## config.mk

```make
export PLATFORM = sky130hd
export DESIGN_NAME = suffix_and_lcp_array_builder
export DESIGN_NICKNAME = d
export VERILOG_FILES = /design/src/sv/sab_pkg.sv /design/src/sv/suffix_and_lcp_array_builder.sv
export SDC_FILE = /design/constraint.sdc
export NUM_CORES = 2
export LEC_CHECK = 0
export BUFFER_PORTS_ARGS = -buffer_cell sky130_fd_sc_hd__clkbuf_2
export CORE_MARGIN = 5
export CORE_UTILIZATION = 36
export CTS_CLUSTER_DIAMETER = 50
export DETAILED_ROUTE_END_ITERATION = 12
export GPL_TIMING_DRIVEN = 1
export PLACE_DENSITY = 0.51
export SLEW_MARGIN = 10
export SYNTH_ARGS = -nofsm -noshare
export SYNTH_HDL_FRONTEND = slang
export SYNTH_SLANG_ARGS = --single-unit
```

## constraint.sdc

```tcl
create_clock -name clk -period 6.8 [get_ports clk]
set_clock_uncertainty 0.2 [all_clocks]
set_input_delay 0.68 -clock clk [delete_from_list [all_inputs] [get_ports clk]]
set_output_delay 0.68 -clock clk [all_outputs]
set_load 0.01 [all_outputs]
```

## src/sv/sab_pkg.sv

```systemverilog
// Shared constants and payload types of the suffix and LCP array builder.
`default_nettype none
package sab_pkg;
    localparam int MAX_LEN = 64;
    localparam int IDX_W   = $clog2(MAX_LEN);
    localparam int LEN_W   = IDX_W + 1;
    localparam int RANK_W  = 8;
    localparam int KEY_W   = 2 * RANK_W + 1;

    typedef struct packed {
        logic [7:0] symbol;
        logic       end_of_text;
    } in_item_t;

    typedef struct packed {
        logic [5:0] suffix_start;
        logic [5:0] common_prefix;
        logic       last_result;
    } out_item_t;
endpackage
`default_nettype wire

```

## src/sv/suffix_and_lcp_array_builder.sv

```systemverilog
// Suffix array and LCP array builder over a string of up to MAX_LEN bytes.
`default_nettype none
// The block takes one byte per transfer while loading; bytes past MAX_LEN are
// dropped, and the byte flagged end_of_text starts the build. The build runs
// ceil(log2 n) doubling rounds; each round ranks every position by counting the
// positions whose (rank, rank k on) pair is smaller, streaming the rank memory
// through its two read ports at one position a cycle. Kasai's pass then compares
// the bytes of each suffix and its predecessor in the suffix array until they
// differ, and each of the n results waits for out_ready before the next.
// No input is taken from end_of_text until the last result is transferred.
module suffix_and_lcp_array_builder
    import sab_pkg::*;
(
    input  wire logic      clk,
    input  wire logic      rst_n,
    input  wire logic      in_valid,
    output logic           in_ready,
    input  wire in_item_t  in_data,
    output logic           out_valid,
    input  wire logic      out_ready,
    output out_item_t      out_data
);
    localparam logic [3:0] ST_LOAD = 4'd0;
    localparam logic [3:0] ST_INIT = 4'd1;
    localparam logic [3:0] ST_KI   = 4'd2;
    localparam logic [3:0] ST_KI2  = 4'd3;
    localparam logic [3:0] ST_CNT  = 4'd4;
    localparam logic [3:0] ST_COPY = 4'd5;
    localparam logic [3:0] ST_SA   = 4'd6;
    localparam logic [3:0] ST_KA   = 4'd7;
    localparam logic [3:0] ST_KB   = 4'd8;
    localparam logic [3:0] ST_KC   = 4'd9;
    localparam logic [3:0] ST_KD   = 4'd10;
    localparam logic [3:0] ST_KE   = 4'd11;
    localparam logic [3:0] ST_OUT  = 4'd12;
    localparam logic [3:0] ST_OUT2 = 4'd13;
    localparam logic [3:0] ST_OUTW = 4'd14;

    logic [7:0]        text_mem [MAX_LEN];
    logic [RANK_W-1:0] rank_mem [MAX_LEN];
    logic [RANK_W-1:0] next_mem [MAX_LEN];
    logic [IDX_W-1:0]  sa_mem   [MAX_LEN];
    logic [IDX_W-1:0]  lcp_mem  [MAX_LEN];

    logic [3:0]        state_reg, state_next;
    logic [LEN_W-1:0]  len_reg, len_next;
    logic [LEN_W-1:0]  k_reg, k_next;
    logic [LEN_W-1:0]  i_reg, i_next;
    logic [LEN_W-1:0]  c_reg, c_next;
    logic [LEN_W-1:0]  h_reg, h_next;
    logic [IDX_W-1:0]  pa_reg, pa_next;
    logic [IDX_W-1:0]  r_reg, r_next;
    logic [IDX_W-1:0]  jpos_reg, jpos_next;
    logic [RANK_W-1:0] cnt_reg, cnt_next;
    logic [KEY_W-1:0]  keyi_reg, keyi_next;
    logic              pv_reg, pv_next;
    logic              ok_reg, ok_next;
    logic              out_valid_reg, out_valid_next;
    out_item_t         out_data_reg, out_data_next;

    logic [IDX_W-1:0]  text_ra, text_rb, rank_ra, rank_rb, next_ra, sa_ra, lcp_ra;
    logic [7:0]        text_qa, text_qb;
    logic [RANK_W-1:0] rank_qa, rank_qb, next_q;
    logic [IDX_W-1:0]  sa_q, lcp_q;

    logic              text_we, rank_we, next_we, sa_we, lcp_we;
    logic [IDX_W-1:0]  text_wa, rank_wa, next_wa, sa_wa, lcp_wa;
    logic [7:0]        text_wd;
    logic [RANK_W-1:0] rank_wd, next_wd;
    logic [IDX_W-1:0]  sa_wd, lcp_wd;

    logic [LEN_W-1:0]  sum_a, sum_b;
    logic [KEY_W-1:0]  keyj;
    logic              kasai_done;
    logic              in_fire, out_fire;

    assign in_ready  = (state_reg == ST_LOAD);
    assign out_valid = out_valid_reg;
    assign out_data  = out_data_reg;
    assign in_fire   = in_valid && in_ready;
    assign out_fire  = out_valid_reg && out_ready;

    // Pair key of the streamed position; zero second half means past the end.
    assign keyj = {rank_qa, ok_reg ? ({1'b0, rank_qb} + 9'd1) : 9'd0};

    always_ff @(posedge clk)
    begin
        text_qa <= text_mem[text_ra];
        text_qb <= text_mem[text_rb];
        rank_qa <= rank_mem[rank_ra];
        rank_qb <= rank_mem[rank_rb];
        next_q  <= next_mem[next_ra];
        sa_q    <= sa_mem[sa_ra];
        lcp_q   <= lcp_mem[lcp_ra];
        if (text_we)
        begin
            text_mem[text_wa] <= text_wd;
        end
        if (rank_we)
        begin
            rank_mem[rank_wa] <= rank_wd;
        end
        if (next_we)
        begin
            next_mem[next_wa] <= next_wd;
        end
        if (sa_we)
        begin
            sa_mem[sa_wa] <= sa_wd;
        end
        if (lcp_we)
        begin
            lcp_mem[lcp_wa] <= lcp_wd;
        end
    end

    always_comb
    begin
        state_next     = state_reg;
        len_next       = len_reg;
        k_next         = k_reg;
        i_next         = i_reg;
        c_next         = c_reg;
        h_next         = h_reg;
        pa_next        = pa_reg;
        r_next         = r_reg;
        jpos_next      = jpos_reg;
        cnt_next       = cnt_reg;
        keyi_next      = keyi_reg;
        pv_next        = 1'b0;
        ok_next        = ok_reg;
        out_valid_next = out_valid_reg;
        out_data_next  = out_data_reg;

        text_ra = c_reg[IDX_W-1:0];
        text_rb = c_reg[IDX_W-1:0];
        rank_ra = c_reg[IDX_W-1:0];
        rank_rb = c_reg[IDX_W-1:0];
        next_ra = c_reg[IDX_W-1:0];
        sa_ra   = r_reg;
        lcp_ra  = r_reg;

        text_we = 1'b0; text_wa = len_reg[IDX_W-1:0]; text_wd = in_data.symbol;
        rank_we = 1'b0; rank_wa = pa_reg;             rank_wd = next_q;
        next_we = 1'b0; next_wa = i_reg[IDX_W-1:0];   next_wd = cnt_reg;
        sa_we   = 1'b0; sa_wa   = rank_qa[IDX_W-1:0]; sa_wd   = pa_reg;
        lcp_we  = 1'b0; lcp_wa  = r_reg;              lcp_wd  = h_reg[IDX_W-1:0];

        sum_a      = i_reg + h_reg;
        sum_b      = {1'b0, jpos_reg} + h_reg;
        kasai_done = 1'b0;

        case (state_reg)
            ST_LOAD:
            begin
                if (in_fire)
                begin
                    if (len_reg < LEN_W'(MAX_LEN))
                    begin
                        text_we  = 1'b1;
                        len_next = len_reg + LEN_W'(1);
                    end
                    if (in_data.end_of_text)
                    begin
                        c_next     = '0;
                        state_next = ST_INIT;
                    end
                end
            end
            ST_INIT, ST_COPY, ST_SA:
            begin
                // Stream c through a read, write back in the next cycle at pa (SA: at its rank).
                if (c_reg < len_reg)
                begin
                    pv_next = 1'b1;
                    pa_next = c_reg[IDX_W-1:0];
                    c_next  = c_reg + LEN_W'(1);
                end
                if (pv_reg)
                begin
                    if (state_reg == ST_INIT)
                    begin
                        // A lone byte skips the rounds and already has rank 0.
                        rank_we = 1'b1;
                        rank_wd = (len_reg == LEN_W'(1)) ? '0 : text_qa;
                    end
                    else if (state_reg == ST_COPY)
                    begin
                        rank_we = 1'b1;
                    end
                    else
                    begin
                        sa_we = 1'b1;
                    end
                end
                else if (c_reg == len_reg)
                begin
                    c_next = '0;
                    i_next = '0;
                    h_next = '0;
                    if (state_reg == ST_SA)
                    begin
                        state_next = ST_KA;
                    end
                    else
                    begin
                        if (state_reg == ST_INIT)
                        begin
                            k_next = LEN_W'(1);
                        end
                        else
                        begin
                            k_next = k_reg << 1;
                        end
                        if ({1'b0, k_next} < {1'b0, len_reg})
                        begin
                            state_next = ST_KI;
                        end
                        else
                        begin
                            state_next = ST_SA;
                        end
                    end
                end
            end
            ST_KI:
            begin
                rank_ra    = i_reg[IDX_W-1:0];
                rank_rb    = IDX_W'(i_reg + k_reg);
                ok_next    = ({1'b0, i_reg} + {1'b0, k_reg}) < {1'b0, len_reg};
                state_next = ST_KI2;
            end
            ST_KI2:
            begin
                keyi_next  = keyj;
                c_next     = '0;
                cnt_next   = '0;
                state_next = ST_CNT;
            end
            ST_CNT:
            begin
                rank_ra = c_reg[IDX_W-1:0];
                rank_rb = IDX_W'(c_reg + k_reg);
                if (c_reg < len_reg)
                begin
                    pv_next = 1'b1;
                    ok_next = ({1'b0, c_reg} + {1'b0, k_reg}) < {1'b0, len_reg};
                    c_next  = c_reg + LEN_W'(1);
                end
                if (pv_reg)
                begin
                    if (keyj < keyi_reg)
                    begin
                        cnt_next = cnt_reg + RANK_W'(1);
                    end
                end
                else if (c_reg == len_reg)
                begin
                    next_we = 1'b1;
                    i_next  = i_reg + LEN_W'(1);
                    c_next  = '0;
                    if (i_next == len_reg)
                    begin
                        state_next = ST_COPY;
                    end
                    else
                    begin
                        state_next = ST_KI;
                    end
                end
            end
            ST_KA:
            begin
                rank_ra    = i_reg[IDX_W-1:0];
                state_next = ST_KB;
            end
            ST_KB:
            begin
                r_next = rank_qa[IDX_W-1:0];
                sa_ra  = IDX_W'(rank_qa - RANK_W'(1));
                if (rank_qa == '0)
                begin
                    i_next = i_reg + LEN_W'(1);
                    if (i_next == len_reg)
                    begin
                        r_next     = '0;
                        state_next = ST_OUT;
                    end
                    else
                    begin
                        state_next = ST_KA;
                    end
                end
                else
                begin
                    state_next = ST_KC;
                end
            end
            ST_KC:
            begin
                jpos_next  = sa_q;
                state_next = ST_KD;
            end
            ST_KD:
            begin
                text_ra = sum_a[IDX_W-1:0];
                text_rb = sum_b[IDX_W-1:0];
                if (sum_a < len_reg && sum_b < len_reg)
                begin
                    state_next = ST_KE;
                end
                else
                begin
                    kasai_done = 1'b1;
                end
            end
            ST_KE:
            begin
                if (text_qa == text_qb)
                begin
                    h_next     = h_reg + LEN_W'(1);
                    state_next = ST_KD;
                end
                else
                begin
                    kasai_done = 1'b1;
                end
            end
            ST_OUT:
            begin
                state_next = ST_OUT2;
            end
            ST_OUT2:
            begin
                out_data_next.suffix_start  = sa_q;
                out_data_next.common_prefix = (r_reg == '0) ? '0 : lcp_q;
                out_data_next.last_result   = ({1'b0, r_reg} + LEN_W'(1)) == len_reg;
                out_valid_next              = 1'b1;
                state_next                  = ST_OUTW;
            end
            ST_OUTW:
            begin
                if (out_fire)
                begin
                    out_valid_next = 1'b0;
                    if (out_data_reg.last_result)
                    begin
                        len_next   = '0;
                        state_next = ST_LOAD;
                    end
                    else
                    begin
                        r_next     = r_reg + IDX_W'(1);
                        state_next = ST_OUT;
                    end
                end
            end
            default:
            begin
                state_next = ST_LOAD;
            end
        endcase

        if (kasai_done)
        begin
            // Record the match length, drop it by one for the next position.
            lcp_we = 1'b1;
            if (h_reg != '0)
            begin
                h_next = h_reg - LEN_W'(1);
            end
            i_next = i_reg + LEN_W'(1);
            if (i_next == len_reg)
            begin
                r_next     = '0;
                state_next = ST_OUT;
            end
            else
            begin
                state_next = ST_KA;
            end
        end
    end

    always_ff @(posedge clk or negedge rst_n)
    begin
        if (!rst_n)
        begin
            state_reg     <= ST_LOAD;
            len_reg       <= '0;
            pv_reg        <= 1'b0;
            out_valid_reg <= 1'b0;
        end
        else
        begin
            state_reg     <= state_next;
            len_reg       <= len_next;
            pv_reg        <= pv_next;
            out_valid_reg <= out_valid_next;
        end
    end

    always_ff @(posedge clk)
    begin
        k_reg        <= k_next;
        i_reg        <= i_next;
        c_reg        <= c_next;
        h_reg        <= h_next;
        pa_reg       <= pa_next;
        r_reg        <= r_next;
        jpos_reg     <= jpos_next;
        cnt_reg      <= cnt_next;
        keyi_reg     <= keyi_next;
        ok_reg       <= ok_next;
        out_data_reg <= out_data_next;
    end

    a_len_bound: assert property (@(posedge clk) disable iff (!rst_n)
        len_reg <= LEN_W'(MAX_LEN))
        else $error("byte count past store depth");

    a_eot_starts_build: assert property (@(posedge clk) disable iff (!rst_n)
        in_fire && in_data.end_of_text |=> state_reg == ST_INIT)
        else $error("end of text did not start the build");

    a_last_returns: assert property (@(posedge clk) disable iff (!rst_n)
        out_fire && out_data_reg.last_result |=> state_reg == ST_LOAD && len_reg == '0)
        else $error("final transfer did not return to loading");

    a_valid_only_waiting: assert property (@(posedge clk) disable iff (!rst_n)
        out_valid_reg |-> state_reg == ST_OUTW)
        else $error("result shown outside the output wait");

    a_nonempty_run: assert property (@(posedge clk) disable iff (!rst_n)
        state_reg == ST_LOAD && $past(state_reg) == ST_INIT |-> 1'b0)
        else $error("build aborted");
endmodule
`default_nettype wire
```

# [Word level (Yosys, flattened, before mapping)]
# Memory sizes are Yosys's and may differ from the RTL's. A register that Yosys moved wholly into a read port is not among the register bits.
# Cells that the tools add are included.
# Widths: inputs -> output; s select.
[classes] n_addsub=16 n_lt_le_gt_ge=8 n_eq_ne=37 n_mux=100 bitwise=2 reduce_logical=25
[op_table] op="$mux 7" count=25
[op_table] op="$mux 6" count=10
[op_table] op="$mux 4" count=13
[op_table] op="$pmux 4 s13" count=1
[op_table] op="$mux 8" count=6
[op_table] op="$pmux 7 s3" count=2
[op_table] op="$mux 1" count=31
[op_table] op="$add 7x1->7 const B" count=4
[op_table] op="$eq 4x4->1 const B" count=7
[op_table] op="$lt 7x7->1" count=4
[op_table] op="$pmux 7 s2" count=2
[op_table] op="$ne 3x3->1 const B" count=8
[op_table] op="$pmux 6 s2" count=2
[op_table] op="$eq 7x7->1" count=3
[op_table] op="$lt 17x17->1" count=1
[op_table] op="$add 7x7->8" count=2
[op_table] op="$eq 4x3->1 const B" count=4
[op_table] op="$lt 8x7->1" count=2
[op_table] op="$pmux 8 s2" count=1
[op_table] op="$add 6x6->6" count=2
[op_table] op="$ne 2x2->1 const B" count=5
[op_table] op="$add 8x1->9 const B" count=1
[op_table] op="$mux 3" count=3
[op_table] op="$mux 9" count=1
[op_table] op="other kinds (33)" count=48
[totals] register_bits=98 ram_bits=2304 input_bits=13 out_inout_bits=15 elab_cells=210 n_memories=5
[mem_list] name="next_mem" words=64 word_bits=8 rd=1 rd_ports_with_merged_regs=1 write_ports=1 line="suffix_and_lcp_array_builder.sv:41" rtl="logic [RANK_W-1:0] next_mem [MAX_LEN];"
[mem_list] name="rank_mem" words=64 word_bits=8 rd=2 rd_ports_with_merged_regs=2 write_ports=1 line="suffix_and_lcp_array_builder.sv:40" rtl="logic [RANK_W-1:0] rank_mem [MAX_LEN];"
[mem_list] name="text_mem" words=64 word_bits=8 rd=2 rd_ports_with_merged_regs=2 write_ports=1 line="suffix_and_lcp_array_builder.sv:39" rtl="logic [7:0] text_mem [MAX_LEN];"
[mem_list] name="lcp_mem" words=64 word_bits=6 rd=1 rd_ports_with_merged_regs=1 write_ports=1 line="suffix_and_lcp_array_builder.sv:43" rtl="logic [IDX_W-1:0] lcp_mem [MAX_LEN];"
[mem_list] name="sa_mem" words=64 word_bits=6 rd=1 rd_ports_with_merged_regs=1 write_ports=1 line="suffix_and_lcp_array_builder.sv:42" rtl="logic [IDX_W-1:0] sa_mem [MAX_LEN];"

# [Logic depth before layout (Yosys ltp)]
[depth] depth_word=13 depth_mapped=21 ltp_nobuf=17

# [Least setup slack after synthesis]
# No wires, ideal clock.
[synth_timing] path_kind="flip-flop to flip-flop" startpoint="register h_reg[0]" endpoint="memory lcp_mem[10][0] in the netlist's numbering (enable)" setup_ns=0.278 t_arrival_ns=4.422 t_required_ns=6.322 slack_ns=1.901 stages_incl_launch_ff=19 path_buffers=2 synth_period_minus_slack_ns=4.899 cell_sequence="dfxtp_1 ha_1 inv_1 fa_1 nor2b_1 o21ai_0 a21boi_0 o21a_1 nor2_1 xnor2_1 ha_1 or3_1 a221oi_1 o21ai_0 a22o_1 clkbuf_1 clkbuf_1 nand2_1 nor2_1"
[synth_via] elab_chain_cells=8 elab_cells_between_ends=10 cone_classes="2 x add/sub; 2 x order compare; 5 x mux; 1 x reduce/logical"
[synth_rtl] element="from (decl)" line="suffix_and_lcp_array_builder.sv:50" rtl="logic [LEN_W-1:0] h_reg, h_next;"
[synth_rtl] element="from (signal assigned)" line="suffix_and_lcp_array_builder.sv:408" rtl="h_reg <= h_next;"
[synth_rtl] element="$add 7x7->7 or $add 6x7->7 (tied branches)" line="suffix_and_lcp_array_builder.sv:149, suffix_and_lcp_array_builder.sv:150"
[synth_rtl] element="$lt 7x7->1" line="suffix_and_lcp_array_builder.sv:308" rtl="if (sum_a < len_reg && sum_b < len_reg)"
[synth_rtl] element="$logic_and 1x1->1 *" line="suffix_and_lcp_array_builder.sv:308"
[synth_rtl] element="$mux 1 *" line="suffix_and_lcp_array_builder.sv:308"
[synth_rtl] element="$pmux 1 s2 *" line="suffix_and_lcp_array_builder.sv:153" rtl="case (state_reg)"
[synth_rtl] element="$mux 1 *" line="suffix_and_lcp_array_builder.sv:364" rtl="if (kasai_done)"
[synth_rtl] element="$mux 1 *" line="suffix_and_lcp_array_builder.sv:111" rtl="if (lcp_we)"
[synth_rtl] element="$mux 1 (not written as such) *" line="suffix_and_lcp_array_builder.sv:113" rtl="lcp_mem[lcp_wa] <= lcp_wd;"
[synth_rtl] element="to (decl)" line="suffix_and_lcp_array_builder.sv:43"
# Mark *: on every way between the ends. The rest lies on a longest branch, timed or not.

# [Worst setup path after layout]
[layout_timing] startpoint="register state_reg[0]" endpoint="register rank_qb[3], read port of rank_mem"
[layout_via] elab_chain_cells=2 elab_cells_between_ends=3 cone_classes="2 x eq/ne; 1 x mux"
[layout_rtl] element="from (decl)" line="suffix_and_lcp_array_builder.sv:45" rtl="logic [3:0] state_reg, state_next;"
[layout_rtl] element="from (signal assigned)" line="suffix_and_lcp_array_builder.sv:396" rtl="state_reg <= state_next;"
[layout_rtl] element="$eq 4x3->1 or $eq 4x2->1 (tied branches)" line="suffix_and_lcp_array_builder.sv:153"
[layout_rtl] element="$pmux 6 s2 *" line="suffix_and_lcp_array_builder.sv:153"
[layout_rtl] element="to (decl)" line="suffix_and_lcp_array_builder.sv:63" rtl="logic [RANK_W-1:0] rank_qa, rank_qb, next_q;"
# Marks and branches as above.
# A chain may end at the register's enable or synchronous reset.

==> impl_metrics.ini <==
[clock_tree]
cts_tree = yes
insertion_delay_ns = 0.91
cts.root.buffer_cell = clkbuf_16
htreeDepth = 5
clock_sinks = 2454
numCtsBuffers = 321
path_clk_slew_ns = 0.06
clk_path_buf_depth = 4

[synth]
avgSynthCellArea_um2 = 14.3
async_flop_share_pct = 0.530
synth_area_leaders = edfxtp_1 66%, mux4_2 8.5%, nand2_1 4.9%, nand3_1 2.2%, nor2_1 1.8%
syn_nets = 7666
yosysTopAreaCell = edfxtp_1
synth-seq-area-share_pct = 67.7
synthDominantCellAreaShare_pct = 66.2
post_synth_inst_count = 7552
synth_area_um2 = 108000
synth.distinct_cells = 88
yosys_register_bits = 2454
synth_warnings = 0
synthFlopType = edfxtp_1
synth_edf_count = 2376

[run]
maxCapViolCount = 0

[sta]
setup_viol = 0
min_period_over_period_pct = 80.6
slew_viol_final = 0
tightest_slew_ns = 1.26
fmax_mhz = 182
hold_viol = 0
tns_ns = 0
grt_setup_unrepaired = false
maxSlewHeadroom_pct = 15.0
min_period_ns = 5.48

[detailed_routing]
drtPass1Iterations = 7
wirelength_um = 325000
via_per_inst = 5.78
ant_nets = 0
drc_errors = 0
wl_per_cell_um = 27.6
first_iter_violations = 7876
vias = 68000

[critical_path]
crit_path_max_incr_delay_ns = 0.94
cpMaxStageDelayCell = o31ai_1
worstPathBufferInverterCount = 1
rrSetupSlack_ns = 1.32
cp.arrival_ns = 6.09
rr_worst_depth = 14
critPathRequiredTime_ns = 7.41
rr_startpoint = state_reg[0]$_DFFE_PN0P_
crit_type = register to register
worst-path-max-fanout = 21
cp.depth = 14
crit_path_frequent_cell = nor2_1
cp-start-kind = register
end_kind = register
cp_top_family = compound AO/OA/AOI/OAI gates
rr_endpoint = rank_qb[3]$_DFF_P_
crit_chain = buf_4, nor2_1, and2_1, nor2_1, a21o_1, ha_1, a211oi_1, nor2_1, o31ai_1, nand2_1, a311oi_1, nor4_1, o22a_1, o221ai_1

[layout]
areaGrowthSynthToFinish_pct = 14.4
final_common_cell = edfxtp_1
top_regs = next_mem: 512 flops, rank_mem: 512 flops, text_mem: 512 flops
mostFrequentLayoutCells = 2376 x edfxtp_1, 1404 x nand2_1, 505 x nor2_1
seqCellArea_um2 = 73000
fillers = 27000
multi_input_area_um2 = 32500
drive_gt1_share_pct = 15.1
final_nets = 7675

[power]
peakVddDrop_mv = 0.187
p_total_mw = 33.7
leakagePower_nw = 38.1
powerDensity_nw_per_um2 = 274

[placed_design]
gp_congestion = 0.888
hpwl_um = 202000
io_buffer_count = 27

[global_routing]
grt_max_degree = 144
antenna_found_initial = 10
grt.total_usage_pct = 20.3
grt_pass1_wl_um = 471000
grt-ovfl-total = 0
grt_pass1_vias = 66600

[die]
pin_count = 28
dieWidth_um = 557
die-area_um2 = 310000
num_rows = 200
initial_core_util_pct = 36.2
die_y_um = 557
core-area_um2 = 297000

[status]
status = finished clean

[hold_path]
hold_class = input pin to async pin
## cell families (layout without fill, tap and decap cells)
| group | after synthesis | in the layout | synth area share (%) |
|---|---|---|---|
| AND/OR/NAND/NOR | 2846 | 2846 | 11.6 |
| flip-flops | 2454 | 2454 | 67.7 |
| AO/OA/AOI/OAI | 972 | 972 | 6.58 |
| multiplexers | 555 | 555 | 9.92 |
| buffers and inverters | 554 | 827 | 2.28 |
| adder cells (fa/ha/maj) | 101 | 101 | 1.21 |
| XOR/XNOR | 70 | 70 | 0.621 |
| other | 0 | 3 | 0 |
## power by group
part | internal, mW | switching, mW
clock network | 10.3 | 6.99
logic | 0.00626 | 0.0578
registers | 16.4 | 0
total | 26.6 | 7.05
## routing by layer
| metal | GRT usage, % | part of all wire [%] | routed length (µm) | vias up |
|---|---|---|---|---|
| li1 | - | - | - | 29400 |
| met1 | 28.6 | 43 | 138000 | 35100 |
| met2 | 32.1 | 46 | 151000 | 2981 |
| met3 | 3.48 | 7.4 | 24000 | 560 |
| met4 | 6.48 | 3.5 | 11400 | 2 |
| met5 | 0 | 0.0040 | 13 | - |
## synthesized netlist by cell type, types with 50 or more instances
| cell | number |
|---|---|
| mux2i_1 | 136 |
| a21oi_1 | 92 |
| buf_1 | 76 |
| nand2_1 | 1405 |
| a31oi_1 | 138 |
| o21ai_0 | 70 |
| a211oi_1 | 107 |
| mux4_2 | 407 |
| xnor2_1 | 50 |
| a311oi_1 | 92 |
| dfxtp_1 | 65 |
| a22oi_1 | 155 |
| nand3_1 | 480 |
| nor2_1 | 507 |
| clkbuf_1 | 220 |
| inv_1 | 52 |
| edfxtp_1 | 2376 |
| buf_2 | 161 |
| ha_1 | 96 |
| and3_1 | 139 |
| nand4_1 | 80 |
## metrics by stage
step           cell area (µm²)  std cells  hold WS, ns  worst slack (ns)  util [%]
2_1_floorplan           108000       7552        0.184              1.90         -
3_3_place_gp            112000      11200        0.277              1.56      37.7
3_5_place_dp            112000      11200        0.283              1.50      37.7
4_1_cts                 123000      11800        0.177              1.42      41.4
5_1_grt                 123000      11800        0.195             0.979      41.4
6_report                123000      11800        0.190              1.32      41.4
## how the worst max path moves through the flow
stage,from,end,slack (ns)
floorplan,h_reg[0]$_DFF_P_,lcp_mem[10][0]$_DFFE_PP_,1.90
global placement,state_reg[0]$_DFFE_PN0P_,rank_qb[2]$_DFF_P_,1.56
detailed placement,state_reg[0]$_DFFE_PN0P_,rank_qb[3]$_DFF_P_,1.50
CTS,state_reg[0]$_DFFE_PN0P_,rank_qb[3]$_DFF_P_,1.42
global route,state_reg[0]$_DFFE_PN0P_,rank_qb[4]$_DFF_P_,0.98
finish,state_reg[0]$_DFFE_PN0P_,rank_qb[3]$_DFF_P_,1.32
## final cells by class
| type | instances | area share, % |
|---|---|---|
| Multi-Input combinational cell | 4544 | 26.4 |
| Inverter | 57 | 0.174 |
| Clock buffer | 369 | 6.77 |
| Antenna cell | 3 | 0.00609 |
| Sequential cell | 2454 | 59.3 |
| Tap cell | 3939 | 4.00 |
| Timing Repair Buffer | 183 | 1.23 |
| Clock inverter | 218 | 2.16 |
## what timing repair did
| action | CTS | global route |
|---|---|---|
| gates resized for setup | 0 | 0 |
| hold endpoints to repair | 14 | 0 |
| hold buffers | 2 | 0 |
| setup buffers | 0 | 0 |
(Power assumes the default switching activity.)
